==> src/hdl/nsts_pkg.sv <==
// ----------------------------------------------------------------------------
// nsts_pkg
// Shared types and codes of the nested string token scanner: the input word,
// the result word and the job that carries the results of one text byte.
// ----------------------------------------------------------------------------
package nsts_pkg;

   // Result kinds.
   localparam logic [1:0] KIND_CHAR = 2'd0;
   localparam logic [1:0] KIND_END  = 2'd1;
   localparam logic [1:0] KIND_ERR  = 2'd2;

   // One byte causes at most three results.
   localparam int SLOTS = 3;

   // Job queue between front and back.
   localparam int Q_DEPTH = 4;
   localparam int Q_AW    = 2;

   typedef struct packed {
      logic [7:0] text_byte;
      logic       line_end;
   } req_type;

   typedef struct packed {
      logic [1:0] result_kind;
      logic [7:0] char_value;
      logic       last_of_run;
   } rsp_type;

   typedef struct packed {
      logic [1:0] kind;
      logic [7:0] ch;
   } slot_type;

   typedef struct packed {
      logic [1:0]                count;
      slot_type [SLOTS-1:0]      slot;
   } job_type;

endpackage

==> src/hdl/nsts_front.sv <==
// ----------------------------------------------------------------------------
// nsts_front
// Accepts text bytes, tracks the scanner state and turns each byte into a
// job of zero to three results for the job queue.
// ----------------------------------------------------------------------------
module nsts_front
   import nsts_pkg::*;
#(
   parameter int MAX_NEST = 255
) (
   input  logic    clock,
   input  logic    reset,
   input  logic    req_push,
   input  req_type req_data,
   input  logic    q_full,
   output logic    q_push,
   output job_type q_job
);

   localparam int DEPTH_W = $clog2(MAX_NEST + 1);

   localparam logic [7:0] CH_NUL     = 8'h00;
   localparam logic [7:0] CH_TAB     = 8'h09;
   localparam logic [7:0] CH_LF      = 8'h0A;
   localparam logic [7:0] CH_SPACE   = 8'h20;
   localparam logic [7:0] CH_PERCENT = 8'h25;
   localparam logic [7:0] CH_LPAREN  = 8'h28;
   localparam logic [7:0] CH_RPAREN  = 8'h29;
   localparam logic [7:0] CH_SLASH   = 8'h2F;
   localparam logic [7:0] CH_ZERO    = 8'h30;
   localparam logic [7:0] CH_SEMI    = 8'h3B;
   localparam logic [7:0] CH_LBRACK  = 8'h5B;
   localparam logic [7:0] CH_BSLASH  = 8'h5C;
   localparam logic [7:0] CH_RBRACK  = 8'h5D;
   localparam logic [7:0] CH_N       = 8'h6E;
   localparam logic [7:0] CH_T       = 8'h74;
   localparam logic [7:0] CH_LBRACE  = 8'h7B;
   localparam logic [7:0] CH_RBRACE  = 8'h7D;

   logic [DEPTH_W-1:0] depth_ff, depth_in;
   logic               tok_ff, tok_in;
   logic               esc_ff, esc_in;
   logic               skip_ff, skip_in;
   logic               accept;
   job_type            job;
   logic [7:0]         c;
   logic               eol;

   function automatic job_type add_result(job_type j, logic [1:0] kind, logic [7:0] ch);
      job_type r;
      r = j;
      if (r.count != 2'd3) begin
         r.slot[r.count].kind = kind;
         r.slot[r.count].ch   = ch;
         r.count              = r.count + 2'd1;
      end
      return r;
   endfunction

   assign accept = req_push && !q_full;
   assign c      = req_data.text_byte;
   assign eol    = req_data.line_end;

   always_comb begin
      job      = '0;
      depth_in = depth_ff;
      tok_in   = tok_ff;
      esc_in   = esc_ff;
      skip_in  = skip_ff;
      if (skip_ff) begin
         if (eol) begin
            skip_in = 1'b0;
         end
      end else begin
         if (depth_ff != '0) begin
            if (esc_ff) begin
               esc_in = 1'b0;
               priority if (c == CH_N) begin
                  job = add_result(job, KIND_CHAR, CH_LF);
               end else if (c == CH_T) begin
                  job = add_result(job, KIND_CHAR, CH_TAB);
               end else if (c == CH_ZERO) begin
                  job = add_result(job, KIND_CHAR, CH_NUL);
               end else begin
                  job = add_result(job, KIND_CHAR, CH_BSLASH);
                  job = add_result(job, KIND_CHAR, c);
               end
            end else begin
               unique case (c)
                  CH_BSLASH: begin
                     if (eol) begin
                        job = add_result(job, KIND_CHAR, CH_BSLASH);
                     end else begin
                        esc_in = 1'b1;
                     end
                  end
                  CH_LPAREN: begin
                     if (depth_ff < DEPTH_W'(MAX_NEST)) begin
                        depth_in = depth_ff + DEPTH_W'(1);
                     end
                     job = add_result(job, KIND_CHAR, c);
                  end
                  CH_RPAREN: begin
                     depth_in = depth_ff - DEPTH_W'(1);
                     job      = add_result(job, KIND_CHAR, c);
                     if (depth_in == '0) begin
                        job    = add_result(job, KIND_END, CH_NUL);
                        tok_in = 1'b0;
                     end
                  end
                  default: begin
                     job = add_result(job, KIND_CHAR, c);
                  end
               endcase
            end
         end else begin
            unique case (c)
               CH_SPACE, CH_TAB, CH_LF: begin
                  if (tok_ff) begin
                     job = add_result(job, KIND_END, CH_NUL);
                  end
                  tok_in = 1'b0;
               end
               CH_SLASH: begin
                  if (tok_ff) begin
                     job = add_result(job, KIND_END, CH_NUL);
                  end
                  job    = add_result(job, KIND_CHAR, c);
                  tok_in = 1'b1;
               end
               CH_LPAREN: begin
                  if (tok_ff) begin
                     job = add_result(job, KIND_END, CH_NUL);
                  end
                  job      = add_result(job, KIND_CHAR, c);
                  tok_in   = 1'b0;
                  depth_in = DEPTH_W'(1);
               end
               CH_RPAREN: begin
                  // The open token is abandoned without a token end.
                  job     = add_result(job, KIND_ERR, CH_NUL);
                  tok_in  = 1'b0;
                  skip_in = 1'b1;
               end
               CH_LBRACK, CH_RBRACK, CH_LBRACE, CH_RBRACE: begin
                  if (tok_ff) begin
                     job = add_result(job, KIND_END, CH_NUL);
                  end
                  job    = add_result(job, KIND_CHAR, c);
                  job    = add_result(job, KIND_END, CH_NUL);
                  tok_in = 1'b0;
               end
               CH_PERCENT, CH_SEMI: begin
                  if (tok_ff) begin
                     job = add_result(job, KIND_END, CH_NUL);
                  end
                  tok_in  = 1'b0;
                  skip_in = 1'b1;
               end
               CH_BSLASH: begin
               end
               default: begin
                  job    = add_result(job, KIND_CHAR, c);
                  tok_in = 1'b1;
               end
            endcase
         end
         // End of line closes a token outside strings and ends any skip.
         if (eol) begin
            if (depth_in == '0 && tok_in) begin
               job    = add_result(job, KIND_END, CH_NUL);
               tok_in = 1'b0;
            end
            skip_in = 1'b0;
            esc_in  = 1'b0;
         end
      end
   end

   assign q_push = accept && (job.count != 2'd0);
   assign q_job  = job;

   always_ff @(posedge clock) begin
      if (reset) begin
         depth_ff <= '0;
         tok_ff   <= 1'b0;
         esc_ff   <= 1'b0;
         skip_ff  <= 1'b0;
      end else if (accept) begin
         depth_ff <= depth_in;
         tok_ff   <= tok_in;
         esc_ff   <= esc_in;
         skip_ff  <= skip_in;
      end
   end

endmodule

==> src/hdl/nsts_queue.sv <==
// ----------------------------------------------------------------------------
// nsts_queue
// Short first-in first-out queue of jobs between the front and the back.
// ----------------------------------------------------------------------------
module nsts_queue
   import nsts_pkg::*;
(
   input  logic    clock,
   input  logic    reset,
   input  logic    push,
   input  job_type push_job,
   output logic    full,
   input  logic    pop,
   output logic    empty,
   output job_type head_job
);

   job_type         entry_ff [Q_DEPTH];
   logic [Q_AW:0]   wr_ptr_ff, wr_ptr_in;
   logic [Q_AW:0]   rd_ptr_ff, rd_ptr_in;
   logic            do_push, do_pop;

   assign empty    = (wr_ptr_ff == rd_ptr_ff);
   assign full     = (wr_ptr_ff[Q_AW] != rd_ptr_ff[Q_AW]) &&
                     (wr_ptr_ff[Q_AW-1:0] == rd_ptr_ff[Q_AW-1:0]);
   assign do_push  = push && !full;
   assign do_pop   = pop && !empty;
   assign head_job = entry_ff[rd_ptr_ff[Q_AW-1:0]];

   assign wr_ptr_in = do_push ? wr_ptr_ff + (Q_AW+1)'(1) : wr_ptr_ff;
   assign rd_ptr_in = do_pop  ? rd_ptr_ff + (Q_AW+1)'(1) : rd_ptr_ff;

   always_ff @(posedge clock) begin
      if (reset) begin
         wr_ptr_ff <= '0;
         rd_ptr_ff <= '0;
      end else begin
         wr_ptr_ff <= wr_ptr_in;
         rd_ptr_ff <= rd_ptr_in;
      end
   end

   always_ff @(posedge clock) begin
      if (do_push) begin
         entry_ff[wr_ptr_ff[Q_AW-1:0]] <= push_job;
      end
   end

endmodule

==> src/hdl/nsts_back.sv <==
// ----------------------------------------------------------------------------
// nsts_back
// Takes jobs from the queue and hands out their results through a result
// register one word per cycle while taken, marking each byte's last result.
// ----------------------------------------------------------------------------
module nsts_back
   import nsts_pkg::*;
(
   input  logic    clock,
   input  logic    reset,
   input  logic    q_empty,
   input  job_type q_head,
   output logic    q_pop,
   output logic    rsp_empty,
   input  logic    rsp_pop,
   output rsp_type rsp_data
);

   logic [1:0] idx_ff, idx_in;
   logic       valid_ff, valid_in;
   rsp_type    out_ff, out_in;
   logic       load;
   logic       last;

   // A new word enters the result register when it is empty or being taken.
   assign load  = !q_empty && (!valid_ff || rsp_pop);
   assign last  = (idx_ff == q_head.count - 2'd1);
   assign q_pop = load && last;

   always_comb begin
      idx_in   = idx_ff;
      valid_in = valid_ff;
      out_in   = out_ff;
      if (load) begin
         out_in.result_kind = q_head.slot[idx_ff].kind;
         out_in.char_value  = q_head.slot[idx_ff].ch;
         out_in.last_of_run = last;
         valid_in           = 1'b1;
         idx_in             = last ? 2'd0 : idx_ff + 2'd1;
      end else if (rsp_pop) begin
         valid_in = 1'b0;
      end
   end

   always_ff @(posedge clock) begin
      if (reset) begin
         idx_ff   <= 2'd0;
         valid_ff <= 1'b0;
      end else begin
         idx_ff   <= idx_in;
         valid_ff <= valid_in;
      end
      out_ff <= out_in;
   end

   assign rsp_empty = !valid_ff;
   assign rsp_data  = out_ff;

endmodule

==> src/hdl/nested_string_token_scanner.sv <==
// ----------------------------------------------------------------------------
// nested_string_token_scanner
// PostScript-style tokenizer: text bytes in, token characters, token ends and
// unmatched close paren errors out.
// ----------------------------------------------------------------------------
// Input queue: write a text byte and its end-of-line mark on req_data with
// req_push; the byte is taken at a clock edge where req_full is low. Result
// queue: while rsp_empty is low the oldest result word is on rsp_data, and it
// is taken at an edge where rsp_pop is high. Each byte gives zero to three
// result words; last_of_run marks the final word of a byte.
// The first result of a byte passes the job queue and the result register
// before it shows on rsp_data. The front takes one byte per cycle while
// req_full is low; the result register hands out one word per cycle while
// the receiver takes it, so a byte with several words needs more output
// bandwidth. A four-job queue between front and back absorbs such bursts;
// req_full rises only when that queue is full. A stalled receiver holds its
// word on rsp_data and fills the queue, after which req_full holds off new
// bytes. Synchronous reset clears the scanner state (string depth, open token,
// escape, line skip) and empties both queues; no word is pending after reset.
// ----------------------------------------------------------------------------
module nested_string_token_scanner
   import nsts_pkg::*;
#(
   parameter int MAX_NEST = 255
) (
   input  logic    clock,
   input  logic    reset,
   input  logic    req_push,
   input  req_type req_data,
   output logic    req_full,
   output logic    rsp_empty,
   input  logic    rsp_pop,
   output rsp_type rsp_data
);

   logic    q_push;
   job_type q_job;
   logic    q_full;
   logic    q_pop;
   logic    q_empty;
   job_type q_head;

   nsts_front #(
      .MAX_NEST (MAX_NEST)
   ) u_front (
      .clock    (clock),
      .reset    (reset),
      .req_push (req_push),
      .req_data (req_data),
      .q_full   (q_full),
      .q_push   (q_push),
      .q_job    (q_job)
   );

   nsts_queue u_queue (
      .clock    (clock),
      .reset    (reset),
      .push     (q_push),
      .push_job (q_job),
      .full     (q_full),
      .pop      (q_pop),
      .empty    (q_empty),
      .head_job (q_head)
   );

   nsts_back u_back (
      .clock     (clock),
      .reset     (reset),
      .q_empty   (q_empty),
      .q_head    (q_head),
      .q_pop     (q_pop),
      .rsp_empty (rsp_empty),
      .rsp_pop   (rsp_pop),
      .rsp_data  (rsp_data)
   );

   assign req_full = q_full;

endmodule

==> config.mk <==
export PLATFORM = sky130hd
export DESIGN_NAME = nested_string_token_scanner
export DESIGN_NICKNAME = d
export VERILOG_FILES = /design/src/hdl/nsts_pkg.sv /design/src/hdl/nsts_front.sv /design/src/hdl/nsts_queue.sv /design/src/hdl/nsts_back.sv /design/src/hdl/nested_string_token_scanner.sv
export SDC_FILE = /design/constraint.sdc
export NUM_CORES = 1
export LEC_CHECK = 0
export ABC_AREA = 1
export BUFFER_PORTS_ARGS = -buffer_cell sky130_fd_sc_hd__buf_4
export CORE_UTILIZATION = 39
export DETAILED_ROUTE_END_ITERATION = 8
export MAX_ROUTING_LAYER = met4
export PLACE_DENSITY = 0.62
export SETUP_SLACK_MARGIN = 0.4
export SKIP_CTS_REPAIR_TIMING = 1
export SLEW_MARGIN = 10
export SYNTH_ARGS = -nofsm -noshare
export SYNTH_HDL_FRONTEND = slang
export SYNTH_HIERARCHICAL = 1
export SYNTH_SLANG_ARGS = --single-unit
export TNS_END_PERCENT = 30
==> constraint.sdc <==
create_clock -name clock -period 4.65 [get_ports clock]
set_clock_uncertainty 0.2 [all_clocks]
set_input_delay 0.2325 -clock clock [delete_from_list [all_inputs] [get_ports clock]]
set_output_delay 0.2325 -clock clock [all_outputs]
set_load 0.1 [all_outputs]
==> summary.txt <==
Synth
  • Top-area cell type share of the netlist area: 0.525
  • Syn Area/Cell: around 9.4 µm²
  • Post-Synth Adder-Cell Area: 0.0126
  • #FFs+latches synth: about 160
  • Area contributors post-synth: edfxtp_1, nor2_1, nand2_1, o21ai_0, dfxtp_1
  • Post-synthesis simple-gate area fraction: 0.208
  • Post-synthesis sequential area ratio: 0.580
  • Yosys warning count: 6
  • XOR/XNOR Fraction of Synth Area: 0.00330
  • Distinct cells, synth: 42
  • Largest family of logic cells by synthesized area: simple AND/OR/NAND/NOR gates
  • Synth Area in Compound Gates: 0.123
  • Syn Std Cell Area: 7960 µm²
  • Mux contribution to synthesized area: 0
  • Cell taking the most area after synthesis: edfxtp_1
  • Post-Syn Instances: 845

CTS
  • Insertion delay of the later-clocked pin in the worst-skew pair: roughly 0.42 ns
  • TritonCTS clock tree: done
  • CTS Buffer Depth: 2
  • Clock-pin slew on the worst setup and hold paths: 0.07 ns
  • Root Driver: clkbuf_16
  • Clk sinks: 161
  • CTS Buf Count: 17
  • H-tree levels: 4

Cells and area
  • Area Growth Syn to Fin: 11.8%
  • Commonest non-fill, non-tap cell in the layout: edfxtp_1
  • Final core occ: 0.451
  • Most frequent cells in the layout: edfxtp_1, nand2_1, nor2_1, o21ai_0, inv_1
  • Nets: 887
  • Ant diodes: 0
  • Share of layout cells above drive strength 1: 0.124

Route
  • DRT Wirelength: 17700 µm
  • DRT iter0 DRCs: 406
  • DR vias: 5962
  • Number of remaining DRC errors: 0
  • First-pass iteration count of the detailed router: 5
  • Vias per std cell: 5.22
  • DR WL/cell: 15.5 µm
  • Antenna-violating nets left: 0

GRT
  • Largest net degree at the start of global routing: 65
  • GRT overflow: 0
  • Vias in the first global route: 5526
  • Antenna violations before repair: 0
  • All-Layer GR Usage: 0.189
  • First-pass GRT wire length: 29000 µm

Hold path
  • Worst min path class: primary input to flip-flop

Timing
  • Highest clock rate: about 0.27 GHz
  • Final Setup Violations: 0
  • Hold WS: 0.0809 ns
  • Minimum clock period after layout: around 3.7 ns
  • Final hold violation count: 0
  • RSZ-0062 raised after global routing: false
  • Measured slew at the worst slew-check pin: 0.952 ns
  • Slew HR: 0.349
  • Final setup TNS: 0 ns
  • Final Max Slew Viols: 0
  • Final worst-path cycle share: 0.788

Floorplan
  • Die H: approximately 140 µm
  • Starting density of the core: 0.403
  • Die W: 145 µm
  • Die area: 21000 µm²
  • Rows: 51
  • Core box area: 19700 µm²
  • I/O pin total: 26

Placement
  • Hpwl dp: 11500 µm
  • GPL Wtd Cong: 0.927
  • PortBufs: 25

Worst setup path
  • Crit path DAT: 3.52 ns
  • Crit-path max FO: 32
  • CP Data Required Time: 4.50 ns
  • Crit Path Class: flip-flop to flip-flop
  • Startpoint class of the critical path: flip-flop
  • Worst Setup End Kind: flip-flop

Power
  • Maximum vdd drop: 0.000263 V
  • Pwr/cell area: about 520 nW/µm²
  • Leak: 3.50 nW

Job
  • Max_cap viols: 0

Outcome
  • Status: completed
==> flip-flops by register name, indices dropped and copies added (netlist names), named ones only <==
| signal | count |
|---|---|
| u_front/skip_ff | 1 |
| u_back/rsp_data | 11 |
| u_back/idx_ff | 2 |
| u_front/depth_ff | 8 |
| u_front/tok_ff | 1 |
| u_back/valid_ff | 1 |
| u_queue/rd_ptr_ff | 3 |
| u_queue/entry_ff | 128 |
| u_queue/wr_ptr_ff | 3 |
| u_front/esc_ff | 1 |
==> area by class of cell <==
class	count	area, µm²
clock inverter	13	101
inverter	81	307
timing repair buffer	37	288
multi-input combinational	568	2820
sequential	161	4620
clock buffer	18	429
tap	265	332
fill	1868	10800
==> Yosys cell counts, drive strengths merged <==
master   count
buf         35
o21a         1
o22ai       34
o21ai      110
dfxtp       22
edfxtp     139
a2111oi      1
inv         80
o2111a       1
and2         1
clkbuf       9
nor4         4
xnor2        2
nor2       140
a211oi       3
nand4       13
or2          1
nand3       60
a31oi        2
xor2         1
a21oi       27
a221oi       1
ha           8
nand2      137
nor3        11
conb         1
clkinv       1
==> metrics by stage <==
step,power [mW],cell area [µm²],setup WS [ns],std cells
after CTS,4.68,8850,1.01,1139
after floorplan,3.07,7990,0.453,854
after detailed placement,3.41,8320,1.03,1108
final,4.66,8890,0.984,1143
after global placement,3.40,8320,1.11,1108
after global routing,4.91,8890,0.722,1143
==> layer usage <==
layer | track usage | share of wire | vias to the layer above
li1 | - | - | 2950
met1 | 0.252 | 0.48 | 2852
met2 | 0.291 | 0.46 | 143
met3 | 0.0405 | 0.048 | 17
met4 | 0.0476 | 0.0079 | 0
met5 | - | 0 | -
==> cell families (layout without fill, tap and decap cells) <==
logic type,after synthesis,count (layout)
fa+ha+maj,8,8
xor+xnor,3,3
compound gates,180,180
flops,161,161
buf+inv,125,149
other cells,1,10
simple gates,367,367
==> worst max-delay path, cell delays in order (launching register included) <==
cell and delay [ns]:
dfxtp_1 0.46, inv_1 0.13, ha_1 0.28, nand4_1 0.15, nor2_2 0.04, buf_4 0.19
inv_2 0.25, o21ai_0 0.18, o21ai_2 0.26, nand2_1 0.10, nand3_1 0.07, nand2_1 0.05
inv_1 0.14, nand2_1 0.21, nor2_4 0.12, buf_4 0.41
==> worst paths after layout <==
check | start | endpoint | slack, ns | cells after the start
worst min-delay path | req_data[8] | u_queue/entry_ff[0][7] | 0.08 | 3
worst max-delay path | u_front/depth_ff[0] | u_queue/entry_ff[1][14] | 0.98 | 15
worst min register to register | u_queue/rd_ptr_ff[2] | u_queue/rd_ptr_ff[2] | 0.35 | 2
worst max register to register | u_front/depth_ff[0] | u_queue/entry_ff[1][14] | 0.98 | 15
==> report_power, final <==
| group | internal (mW) | switching (mW) | total, mW | leakage, nW |
|---|---|---|---|---|
| registers | 1.77 | 0.0777 | 1.85 | 1.48 |
| logic | 0.378 | 1.16 | 1.54 | 1.76 |
| clock network | 0.690 | 0.580 | 1.27 | 0.258 |
| total | 2.84 | 1.82 | 4.66 | 3.50 |
Power figures use the tool's default switching activity.
